## config.mk

```make
export PLATFORM = sky130hd
export DESIGN_NAME = hsv_to_rgb_converter_core_flat
export DESIGN_NICKNAME = d
export VERILOG_FILES = /design/src/rtl/hsv2rgb_pkg.sv /design/src/rtl/hsv2rgb_if.sv /design/src/rtl/hsv2rgb_scale.sv /design/src/rtl/hsv2rgb_sector.sv /design/src/rtl/hsv2rgb_shade.sv /design/src/rtl/hsv_to_rgb_converter_core.sv /design/src/flat_wrapper.sv
export SDC_FILE = /design/constraint.sdc
export NUM_CORES = 1
export LEC_CHECK = 0
export BUFFER_PORTS_ARGS = -buffer_cell sky130_fd_sc_hd__buf_2
export CAP_MARGIN = 20
export CORE_ASPECT_RATIO = 1.1
export CORE_MARGIN = 8
export CORE_UTILIZATION = 55
export CTS_CLUSTER_DIAMETER = 150
export CTS_CLUSTER_SIZE = 8
export DETAILED_ROUTE_END_ITERATION = 8
export PLACE_DENSITY = 0.71
export SLEW_MARGIN = 20
export SYNTH_ARGS = -nofsm -noshare
export SYNTH_HDL_FRONTEND = slang
export SYNTH_SLANG_ARGS = --single-unit
export TNS_END_PERCENT = 10
```

## constraint.sdc

```tcl
create_clock -name clk -period 8.9 [get_ports clk]
set_input_delay 0.89 -clock clk [delete_from_list [all_inputs] [get_ports clk]]
set_output_delay 0.89 -clock clk [all_outputs]
set_load 0.02 [all_outputs]
```

## src/rtl/hsv2rgb_pkg.sv

```systemverilog
// ----------------------------------------------------------------------------
// HSV to RGB package
// Constants, reciprocal multipliers and item types shared by the converter.
// ----------------------------------------------------------------------------
package hsv2rgb_pkg;

  // Input limits and the rounding offsets used when rescaling to 0..255.
  localparam logic [8:0] HUE_MAX  = 9'd360;
  localparam logic [8:0] HUE_HALF = 9'd180;
  localparam logic [6:0] PCT_MAX  = 7'd100;
  localparam logic [6:0] PCT_HALF = 7'd50;

  localparam logic [7:0] FULL_SCALE   = 8'd255;
  localparam logic [7:0] SECTOR_STEPS = 8'd43;
  localparam logic [7:0] REM_SCALE    = 8'd6;

  // Division by a constant is a multiply by a rounded-up reciprocal and a shift.
  // Each pair is exact over the full range of its numerator.
  localparam logic [17:0] HUE_RECIP    = 18'd186414;
  localparam int          HUE_SHIFT    = 26;
  localparam logic [15:0] PCT_RECIP    = 16'd41944;
  localparam int          PCT_SHIFT    = 22;
  localparam logic [7:0]  SECTOR_RECIP = 8'd191;
  localparam int          SECTOR_SHIFT = 13;

  // Hue sectors of the color wheel, in order of increasing hue.
  typedef enum logic [2:0] {
    SEC_RED_YELLOW   = 3'd0,
    SEC_YELLOW_GREEN = 3'd1,
    SEC_GREEN_CYAN   = 3'd2,
    SEC_CYAN_BLUE    = 3'd3,
    SEC_BLUE_MAGENTA = 3'd4,
    SEC_MAGENTA_RED  = 3'd5
  } sector_t;

  // Hue, saturation and value rescaled to 0..255.
  typedef struct packed {
    logic [7:0] h;
    logic [7:0] s;
    logic [7:0] v;
  } hsv_byte_t;

  // Operands handed from the sector split to the shading stages.
  typedef struct packed {
    sector_t    sector;
    logic       grey;
    logic [7:0] s;
    logic [7:0] v;
    logic [7:0] p;
    logic [7:0] rem;
  } shade_op_t;

  typedef struct packed {
    logic [7:0] red;
    logic [7:0] green;
    logic [7:0] blue;
  } rgb_t;

endpackage

```

## src/rtl/hsv2rgb_if.sv

```systemverilog
// ----------------------------------------------------------------------------
// HSV to RGB channel interfaces
// Valid/ready channels for the color request and the RGB result.
// ----------------------------------------------------------------------------
interface hsv2rgb_in_if;
  logic       valid;
  logic       ready;
  logic [8:0] hue;
  logic [6:0] saturation;
  logic [6:0] brightness;

  modport source (output valid, output hue, output saturation, output brightness,
                  input ready);
  modport sink   (input valid, input hue, input saturation, input brightness,
                  output ready);
endinterface

interface hsv2rgb_out_if;
  logic       valid;
  logic       ready;
  logic [7:0] red;
  logic [7:0] green;
  logic [7:0] blue;

  modport source (output valid, output red, output green, output blue, input ready);
  modport sink   (input valid, input red, input green, input blue, output ready);
endinterface

```

## src/rtl/hsv2rgb_scale.sv

```systemverilog
// ----------------------------------------------------------------------------
// HSV to RGB input scaling stage
// Clamps hue, saturation and value and rescales each to 0..255 with rounding.
// ----------------------------------------------------------------------------
module hsv2rgb_scale
  import hsv2rgb_pkg::*;
(
  input  logic       clk,
  input  logic       rst_n,
  input  logic       in_valid,
  output logic       in_ready,
  input  logic [8:0] in_hue,
  input  logic [6:0] in_saturation,
  input  logic [6:0] in_brightness,
  output logic       out_valid,
  input  logic       out_ready,
  output hsv_byte_t  out_data
);

  logic [8:0]  hue_clamp;
  logic [16:0] hue_num;
  logic [34:0] hue_prod;
  logic [6:0]  sat_clamp;
  logic [6:0]  bri_clamp;
  logic [14:0] sat_num;
  logic [14:0] bri_num;
  logic [30:0] sat_prod;
  logic [30:0] bri_prod;
  logic        valid_r;
  hsv_byte_t   data_r;
  hsv_byte_t   data_nxt;

  // x*255 is formed as x*256 - x, then the rounding offset is added.
  always_comb begin
    hue_clamp = (in_hue > HUE_MAX) ? HUE_MAX : in_hue;
    sat_clamp = (in_saturation > PCT_MAX) ? PCT_MAX : in_saturation;
    bri_clamp = (in_brightness > PCT_MAX) ? PCT_MAX : in_brightness;

    hue_num = ({hue_clamp, 8'd0} - {8'd0, hue_clamp}) + {8'd0, HUE_HALF};
    sat_num = ({sat_clamp, 8'd0} - {8'd0, sat_clamp}) + {8'd0, PCT_HALF};
    bri_num = ({bri_clamp, 8'd0} - {8'd0, bri_clamp}) + {8'd0, PCT_HALF};

    hue_prod = 35'(hue_num) * 35'(HUE_RECIP);
    sat_prod = 31'(sat_num) * 31'(PCT_RECIP);
    bri_prod = 31'(bri_num) * 31'(PCT_RECIP);

    data_nxt.h = hue_prod[HUE_SHIFT +: 8];
    data_nxt.s = sat_prod[PCT_SHIFT +: 8];
    data_nxt.v = bri_prod[PCT_SHIFT +: 8];
  end

  assign in_ready = !valid_r || out_ready;

  always_ff @(posedge clk) begin
    if (!rst_n) begin
      valid_r <= 1'b0;
    end else if (in_ready) begin
      valid_r <= in_valid;
    end
  end

  always_ff @(posedge clk) begin
    if (in_ready && in_valid) begin
      data_r <= data_nxt;
    end
  end

  assign out_valid = valid_r;
  assign out_data  = data_r;

endmodule

```

## src/rtl/hsv2rgb_sector.sv

```systemverilog
// ----------------------------------------------------------------------------
// HSV to RGB sector split
// Two stages: sector number and the p term, then the scaled sector remainder.
// ----------------------------------------------------------------------------
module hsv2rgb_sector
  import hsv2rgb_pkg::*;
(
  input  logic      clk,
  input  logic      rst_n,
  input  logic      in_valid,
  output logic      in_ready,
  input  hsv_byte_t in_data,
  output logic      out_valid,
  input  logic      out_ready,
  output shade_op_t out_data
);

  logic [15:0] sec_prod;
  logic [15:0] pv_prod;
  logic        a_valid_r;
  logic        a_ready;
  sector_t     a_sector_r;
  logic [7:0]  a_h_r;
  logic [7:0]  a_s_r;
  logic [7:0]  a_v_r;
  logic [15:0] a_pv_r;

  logic [7:0]  base;
  logic [7:0]  offset;
  logic        b_valid_r;
  logic        b_ready;
  shade_op_t   b_data_r;
  shade_op_t   b_data_nxt;

  // First stage: h / 43 by reciprocal, and v * (255 - s).
  assign sec_prod = 16'(in_data.h) * 16'(SECTOR_RECIP);
  assign pv_prod  = 16'(in_data.v) * 16'(FULL_SCALE - in_data.s);

  assign b_ready  = !b_valid_r || out_ready;
  assign a_ready  = !a_valid_r || b_ready;
  assign in_ready = a_ready;

  always_ff @(posedge clk) begin
    if (!rst_n) begin
      a_valid_r <= 1'b0;
    end else if (a_ready) begin
      a_valid_r <= in_valid;
    end
  end

  always_ff @(posedge clk) begin
    if (a_ready && in_valid) begin
      a_sector_r <= sector_t'(sec_prod[SECTOR_SHIFT +: 3]);
      a_h_r      <= in_data.h;
      a_s_r      <= in_data.s;
      a_v_r      <= in_data.v;
      a_pv_r     <= pv_prod;
    end
  end

  // Second stage: remainder within the sector, scaled by 6 (stays below 256).
  always_comb begin
    base   = 8'({5'd0, a_sector_r} * SECTOR_STEPS);
    offset = a_h_r - base;
    b_data_nxt.sector = a_sector_r;
    b_data_nxt.grey   = (a_s_r == 8'd0);
    b_data_nxt.s      = a_s_r;
    b_data_nxt.v      = a_v_r;
    b_data_nxt.p      = a_pv_r[15:8];
    b_data_nxt.rem    = 8'(offset * REM_SCALE);
  end

  always_ff @(posedge clk) begin
    if (!rst_n) begin
      b_valid_r <= 1'b0;
    end else if (b_ready) begin
      b_valid_r <= a_valid_r;
    end
  end

  always_ff @(posedge clk) begin
    if (b_ready && a_valid_r) begin
      b_data_r <= b_data_nxt;
    end
  end

  assign out_valid = b_valid_r;
  assign out_data  = b_data_r;

endmodule

```

## src/rtl/hsv2rgb_shade.sv

```systemverilog
// ----------------------------------------------------------------------------
// HSV to RGB shading stages
// Forms the q and t terms and orders the channels by sector.
// ----------------------------------------------------------------------------
module hsv2rgb_shade
  import hsv2rgb_pkg::*;
(
  input  logic      clk,
  input  logic      rst_n,
  input  logic      in_valid,
  output logic      in_ready,
  input  shade_op_t in_data,
  output logic      out_valid,
  input  logic      out_ready,
  output rgb_t      out_data
);

  logic [15:0] sq_prod;
  logic [15:0] st_prod;
  logic        c_valid_r;
  logic        c_ready;
  sector_t     c_sector_r;
  logic        c_grey_r;
  logic [7:0]  c_v_r;
  logic [7:0]  c_p_r;
  logic [7:0]  c_sq_r;
  logic [7:0]  c_st_r;

  logic [15:0] q_prod;
  logic [15:0] t_prod;
  logic [7:0]  q;
  logic [7:0]  t;
  logic        d_valid_r;
  logic        d_ready;
  rgb_t        d_data_r;
  rgb_t        d_data_nxt;

  // First stage: saturation weighted by the remainder and by its complement.
  assign sq_prod = 16'(in_data.s) * 16'(in_data.rem);
  assign st_prod = 16'(in_data.s) * 16'(FULL_SCALE - in_data.rem);

  assign d_ready  = !d_valid_r || out_ready;
  assign c_ready  = !c_valid_r || d_ready;
  assign in_ready = c_ready;

  always_ff @(posedge clk) begin
    if (!rst_n) begin
      c_valid_r <= 1'b0;
    end else if (c_ready) begin
      c_valid_r <= in_valid;
    end
  end

  always_ff @(posedge clk) begin
    if (c_ready && in_valid) begin
      c_sector_r <= in_data.sector;
      c_grey_r   <= in_data.grey;
      c_v_r      <= in_data.v;
      c_p_r      <= in_data.p;
      c_sq_r     <= sq_prod[15:8];
      c_st_r     <= st_prod[15:8];
    end
  end

  // Second stage: q and t, then the sector multiplexer.
  assign q_prod = 16'(c_v_r) * 16'(FULL_SCALE - c_sq_r);
  assign t_prod = 16'(c_v_r) * 16'(FULL_SCALE - c_st_r);
  assign q      = q_prod[15:8];
  assign t      = t_prod[15:8];

  always_comb begin
    if (c_grey_r) begin
      d_data_nxt = '{red: c_v_r, green: c_v_r, blue: c_v_r};
    end else begin
      unique case (c_sector_r)
        SEC_RED_YELLOW:   d_data_nxt = '{red: c_v_r, green: t,     blue: c_p_r};
        SEC_YELLOW_GREEN: d_data_nxt = '{red: q,     green: c_v_r, blue: c_p_r};
        SEC_GREEN_CYAN:   d_data_nxt = '{red: c_p_r, green: c_v_r, blue: t};
        SEC_CYAN_BLUE:    d_data_nxt = '{red: c_p_r, green: q,     blue: c_v_r};
        SEC_BLUE_MAGENTA: d_data_nxt = '{red: t,     green: c_p_r, blue: c_v_r};
        default:          d_data_nxt = '{red: c_v_r, green: c_p_r, blue: q};
      endcase
    end
  end

  always_ff @(posedge clk) begin
    if (!rst_n) begin
      d_valid_r <= 1'b0;
    end else if (d_ready) begin
      d_valid_r <= c_valid_r;
    end
  end

  always_ff @(posedge clk) begin
    if (d_ready && c_valid_r) begin
      d_data_r <= d_data_nxt;
    end
  end

  assign out_valid = d_valid_r;
  assign out_data  = d_data_r;

endmodule

```

## src/rtl/hsv_to_rgb_converter_core.sv

```systemverilog
// ----------------------------------------------------------------------------
// HSV to RGB converter core
// Converts one HSV request into 8-bit red, green, blue per cycle unless stalled.
// ----------------------------------------------------------------------------
//
//   Channel | Dir | Handshake     | Payload
//   --------+-----+---------------+------------------------------------------
//   in_chan | in  | valid / ready | hue[8:0], saturation[6:0], brightness[6:0]
//   out_chan| out | valid / ready | red[7:0], green[7:0], blue[7:0]
//
// One request is accepted every cycle while out_chan does not stall. Each result
// passes through the five register stages of the pipeline before it is offered
// on out_chan.
// Reset (rst_n low, synchronous) empties every stage; payload is not cleared.
// Each stage holds its own valid bit and loads whenever it is empty or the
// stage after it moves, so bubbles close up and a stall at the output backs up
// one stage at a time without dropping or repeating a request.
//
// Stage plan:
//   1. Clamp and rescale hue, saturation and value to 0..255. The divisions
//      by 360 and 100 are multiplies by rounded-up reciprocals.
//   2. Sector number (hue / 43 by reciprocal) and v * (255 - s).
//   3. Remainder inside the sector times 6, p term, grey flag.
//   4. Saturation weighted by the remainder and by its complement.
//   5. q and t terms, sector multiplexer, output register.
// ----------------------------------------------------------------------------
module hsv_to_rgb_converter_core
  import hsv2rgb_pkg::*;
(
  input  logic         clk,
  input  logic         rst_n,
  hsv2rgb_in_if.sink   in_chan,
  hsv2rgb_out_if.source out_chan
);

  // Handshake between the pipeline sections.
  logic      scale_valid;
  logic      sector_ready;
  hsv_byte_t scale_data;
  logic      sec_valid;
  logic      shade_ready;
  shade_op_t sec_data;
  rgb_t      rgb_data;

  // Stage 1: clamp and rescale.
  hsv2rgb_scale u_scale (
    .clk           (clk),
    .rst_n         (rst_n),
    .in_valid      (in_chan.valid),
    .in_ready      (in_chan.ready),
    .in_hue        (in_chan.hue),
    .in_saturation (in_chan.saturation),
    .in_brightness (in_chan.brightness),
    .out_valid     (scale_valid),
    .out_ready     (sector_ready),
    .out_data      (scale_data)
  );

  // Stages 2 and 3: sector split and the p term.
  hsv2rgb_sector u_sector (
    .clk       (clk),
    .rst_n     (rst_n),
    .in_valid  (scale_valid),
    .in_ready  (sector_ready),
    .in_data   (scale_data),
    .out_valid (sec_valid),
    .out_ready (shade_ready),
    .out_data  (sec_data)
  );

  // Stages 4 and 5: q and t terms and the channel order. The last stage is
  // the output register, so the result holds steady while out_chan stalls.
  hsv2rgb_shade u_shade (
    .clk       (clk),
    .rst_n     (rst_n),
    .in_valid  (sec_valid),
    .in_ready  (shade_ready),
    .in_data   (sec_data),
    .out_valid (out_chan.valid),
    .out_ready (out_chan.ready),
    .out_data  (rgb_data)
  );

  assign out_chan.red   = rgb_data.red;
  assign out_chan.green = rgb_data.green;
  assign out_chan.blue  = rgb_data.blue;

  // An empty first stage always takes a new request.
  a_ready_when_empty: assert property (@(posedge clk) disable iff (!rst_n)
    !scale_valid |-> in_chan.ready)
    else $error("input stalled while the first stage is empty");

  // A scaled item that cannot move on stays in the first stage.
  a_scale_hold: assert property (@(posedge clk) disable iff (!rst_n)
    (scale_valid && !sector_ready) |=> scale_valid)
    else $error("scaled item lost during a stall");

  // The scaled remainder is a multiple of 6 no larger than 42 * 6.
  a_rem_range: assert property (@(posedge clk) disable iff (!rst_n)
    sec_valid |-> (sec_data.rem[0] == 1'b0) && (sec_data.rem <= 8'd252))
    else $error("sector remainder out of range");

  // The p term never exceeds the value.
  a_p_below_v: assert property (@(posedge clk) disable iff (!rst_n)
    sec_valid |-> (sec_data.p <= sec_data.v))
    else $error("p term above value");

endmodule

```

## src/flat_wrapper.sv

```systemverilog
// flat-port wrapper written by rule: the top's interface ports become plain ports
module hsv_to_rgb_converter_core_flat import hsv2rgb_pkg::*;
  (clk, rst_n, in_chan_valid, in_chan_hue, in_chan_saturation, in_chan_brightness, in_chan_ready, out_chan_valid, out_chan_red, out_chan_green, out_chan_blue, out_chan_ready);
  hsv2rgb_in_if in_chan_i ();
  hsv2rgb_out_if out_chan_i ();
  input  logic clk;
  input  logic rst_n;
  input wire logic [$bits(in_chan_i.valid)-1:0] in_chan_valid;
  input wire logic [$bits(in_chan_i.hue)-1:0] in_chan_hue;
  input wire logic [$bits(in_chan_i.saturation)-1:0] in_chan_saturation;
  input wire logic [$bits(in_chan_i.brightness)-1:0] in_chan_brightness;
  output wire logic [$bits(in_chan_i.ready)-1:0] in_chan_ready;
  output wire logic [$bits(out_chan_i.valid)-1:0] out_chan_valid;
  output wire logic [$bits(out_chan_i.red)-1:0] out_chan_red;
  output wire logic [$bits(out_chan_i.green)-1:0] out_chan_green;
  output wire logic [$bits(out_chan_i.blue)-1:0] out_chan_blue;
  input wire logic [$bits(out_chan_i.ready)-1:0] out_chan_ready;
  assign in_chan_i.valid = in_chan_valid;
  assign in_chan_i.hue = in_chan_hue;
  assign in_chan_i.saturation = in_chan_saturation;
  assign in_chan_i.brightness = in_chan_brightness;
  assign in_chan_ready = in_chan_i.ready;
  assign out_chan_valid = out_chan_i.valid;
  assign out_chan_red = out_chan_i.red;
  assign out_chan_green = out_chan_i.green;
  assign out_chan_blue = out_chan_i.blue;
  assign out_chan_i.ready = out_chan_ready;
  hsv_to_rgb_converter_core u_core (.clk(clk), .rst_n(rst_n), .in_chan(in_chan_i), .out_chan(out_chan_i));
endmodule
```

==> flow_summary.toml <==
[status]
status = "complete, no violations"

[timing]
setup_viol = 0
fin_crit_sh = 0.915
worst_pin_slew_ps = 1090
max_freq_mhz = 123
drv_slew = 0
rsz0062_at_grt = "false"
final.setup.tns_ps = 0
fin_skew_ps = 7.75
period_minus_slack_ps = 8140
slew_headroom = 0.275
report.final.hold_viol_count = 0

[global_routing]
overflow = 0
antenna_found_initial = 0
grt_start_max_net_pins = 43
grt_pass1_wl_um = 107000
first_global_vias = 22791
track_usage = 0.205

[logic_synthesis]
syn_area_per_cell_um2 = 9.52
synth_edf_count = 153
synthArstFlopShare = 0
synth_seq_cells = 158
synth.most_common_cell = "inv_1"
syn_nets = 4155
synth_common_cells = "825 x inv_1, 558 x ha_1, 406 x fa_1"
synth_area_leaders = "fa_1 27%, ha_1 23%, edfxtp_1 15%"
synth_top_flop_cell = "edfxtp_1"
synthesis.instances = 3164
syn_area_um2 = 30100
ys_seq_area_frac = 0.156
yosysWarnings = 0
yosys.area.top_type_share = 0.270
ys_types = 76
synth_area_leader_cell = "fa_1"

[routing]
final_antenna_net_count = 0
routedWlPerCell_um = 15.6
drt_iter0_drc = 913
routed_via_density = 5.29
vias = 20822
wirelength_um = 61200
firstDrtPassIters = 5
drc = 0

[die]
core_um2 = 54500
start_util = 0.552
rows = 90
dieHeight_um = 261
die_area_um2 = 62500
ioPinCount = 53
die_w_um = 239

[worst_setup_path]
reg2reg_to = "u_core.u_shade.out_data[14]"
r2r_cells = 17
cpPeakStageDelay_ps = 540
crit_family = "compound AO/OA/AOI/OAI gates"
crit_arrival_ps = 8340
start_kind = "primary input"
critPathKind = "primary input to flip-flop"
crit_path_top_delay_cell = "fa_1"
crit_end = "u_core.u_scale.out_data[15]"
rrSetupSlack_ps = 3030
cp-end-kind = "flip-flop"
crit_fanout = 9
crit_start = "in_chan_saturation[5]"
r2r_start = "u_core.u_shade.c_v_r[3]"
crit_required_ps = 9090
cp.depth = 31
critical_path_buf_inv_count = 6

[cells_and_area]
num_antenna_cells = 0
post_route_cells_drive_above_1_share = 0.0412
finalInstanceArea_um2 = 31800
n_fill_cell = 4707
nets = 4179
areaGrowthSynthToFinish_pct = 5.76
fin_cells = 3937

[run]
drv_cap = 0

[placed_design]
dpl-instance-area_um2 = 31200
hpwl_um = 52400
dp.cells = 3904
numPortBuffers = 52
globalplace.congestion = 0.916

[clock_tree]
clk_latency_ps = 440
cts_made_buffers = 17
cts_resized = 0
cts_setup_buffers = 0
clkTransAtPathRegs_ps = 70
cts_sinks = 158
cts_tree = "built"
holdBufCountCts = 0
htree_num_levels = 4
clockRootBuffer = "clkbuf_16"
clk_path_buf_depth = 2

[min_path]
whs_path_depth = 0
hp-class = "flip-flop to flip-flop"
cells in the final DEF, fill, tap and decap left out, types with 74 or more instances in the layout:
cell      count
nor2b_1      90
nor2_1      176
inv_1       825
fa_1        406
a21oi_1      97
nand2b_1    121
nand2_1     125
o21ai_0      74
ha_1        558
xnor2_1      92
edfxtp_1    153
through the flow:
step	util	hold slack, ps	worst slack, ps
after floorplan	-	400	1040
after global placement	0.572	401	627
after detailed placement	0.573	405	319
after CTS	0.584	417	785
after global routing	0.584	426	111
final	0.584	416	758
how the worst min path moves through the flow:
| stage | start | end | slack [ps] |
|---|---|---|---|
| after floorplan | u_core.u_sector.a_pv_r[10] | u_core.u_sector.out_data[10] | 400 |
| final | u_core.u_sector.a_v_r[7] | u_core.u_sector.out_data[23] | 420 |
| after detailed placement | u_core.u_sector.a_v_r[7] | u_core.u_sector.out_data[23] | 400 |
| after global placement | u_core.u_sector.out_data[19] | u_core.u_shade.c_v_r[3] | 400 |
| after global routing | u_core.u_sector.a_pv_r[8] | u_core.u_sector.out_data[8] | 430 |
| after CTS | u_core.u_sector.a_v_r[7] | u_core.u_sector.out_data[23] | 420 |
logic make-up (layout without fill, tap and decap cells):
kind of cell,after synthesis,count (layout),synth area share
buffers and inverters,889,926,0.111
AND/OR/NAND/NOR,656,656,0.111
XOR/XNOR,137,137,0.0401
multiplexers,11,11,0.00370
adder cells (fa/ha/maj),964,964,0.502
AO/OA/AOI/OAI,349,349,0.0761
flip-flops,158,158,0.156
registers in the layout, summed over array words and instances (netlist names), 8 cells and up:
| signal | cells |
|---|---|
| u_core.u_scale.out_data | 24 |
| u_core.u_sector.a_pv_r | 8 |
| u_core.u_sector.a_s_r | 8 |
| u_core.u_sector.a_v_r | 8 |
| u_core.u_sector.out_data | 35 |
| u_core.u_shade.c_p_r | 8 |
| u_core.u_shade.c_sq_r | 8 |
| u_core.u_shade.c_st_r | 8 |
| u_core.u_shade.c_v_r | 8 |
| u_core.u_shade.out_data | 24 |
routing by layer:
metal | track usage | vias to the layer above | share of wire
li1 | - | 10059 | -
met5 | 0 | - | 0
met1 | 0.246 | 10261 | 0.42
met4 | 0.0594 | 0 | 0.021
met2 | 0.387 | 407 | 0.53
met3 | 0.0185 | 95 | 0.032
cell type report:
cell class,instances,area (um^2),share of cell area
clock buffers,17,425,0.0134
clock inverters,15,169,0.00530
well taps,736,921,0.0289
multi-input cells,2117,22100,0.694
flip-flops and latches,158,4690,0.147
inverters,826,3100,0.0974
repair buffers,68,420,0.0132
Power is not shown: default switching activity piles up to over one toggle a cycle in this logic, so the estimate is an artifact.
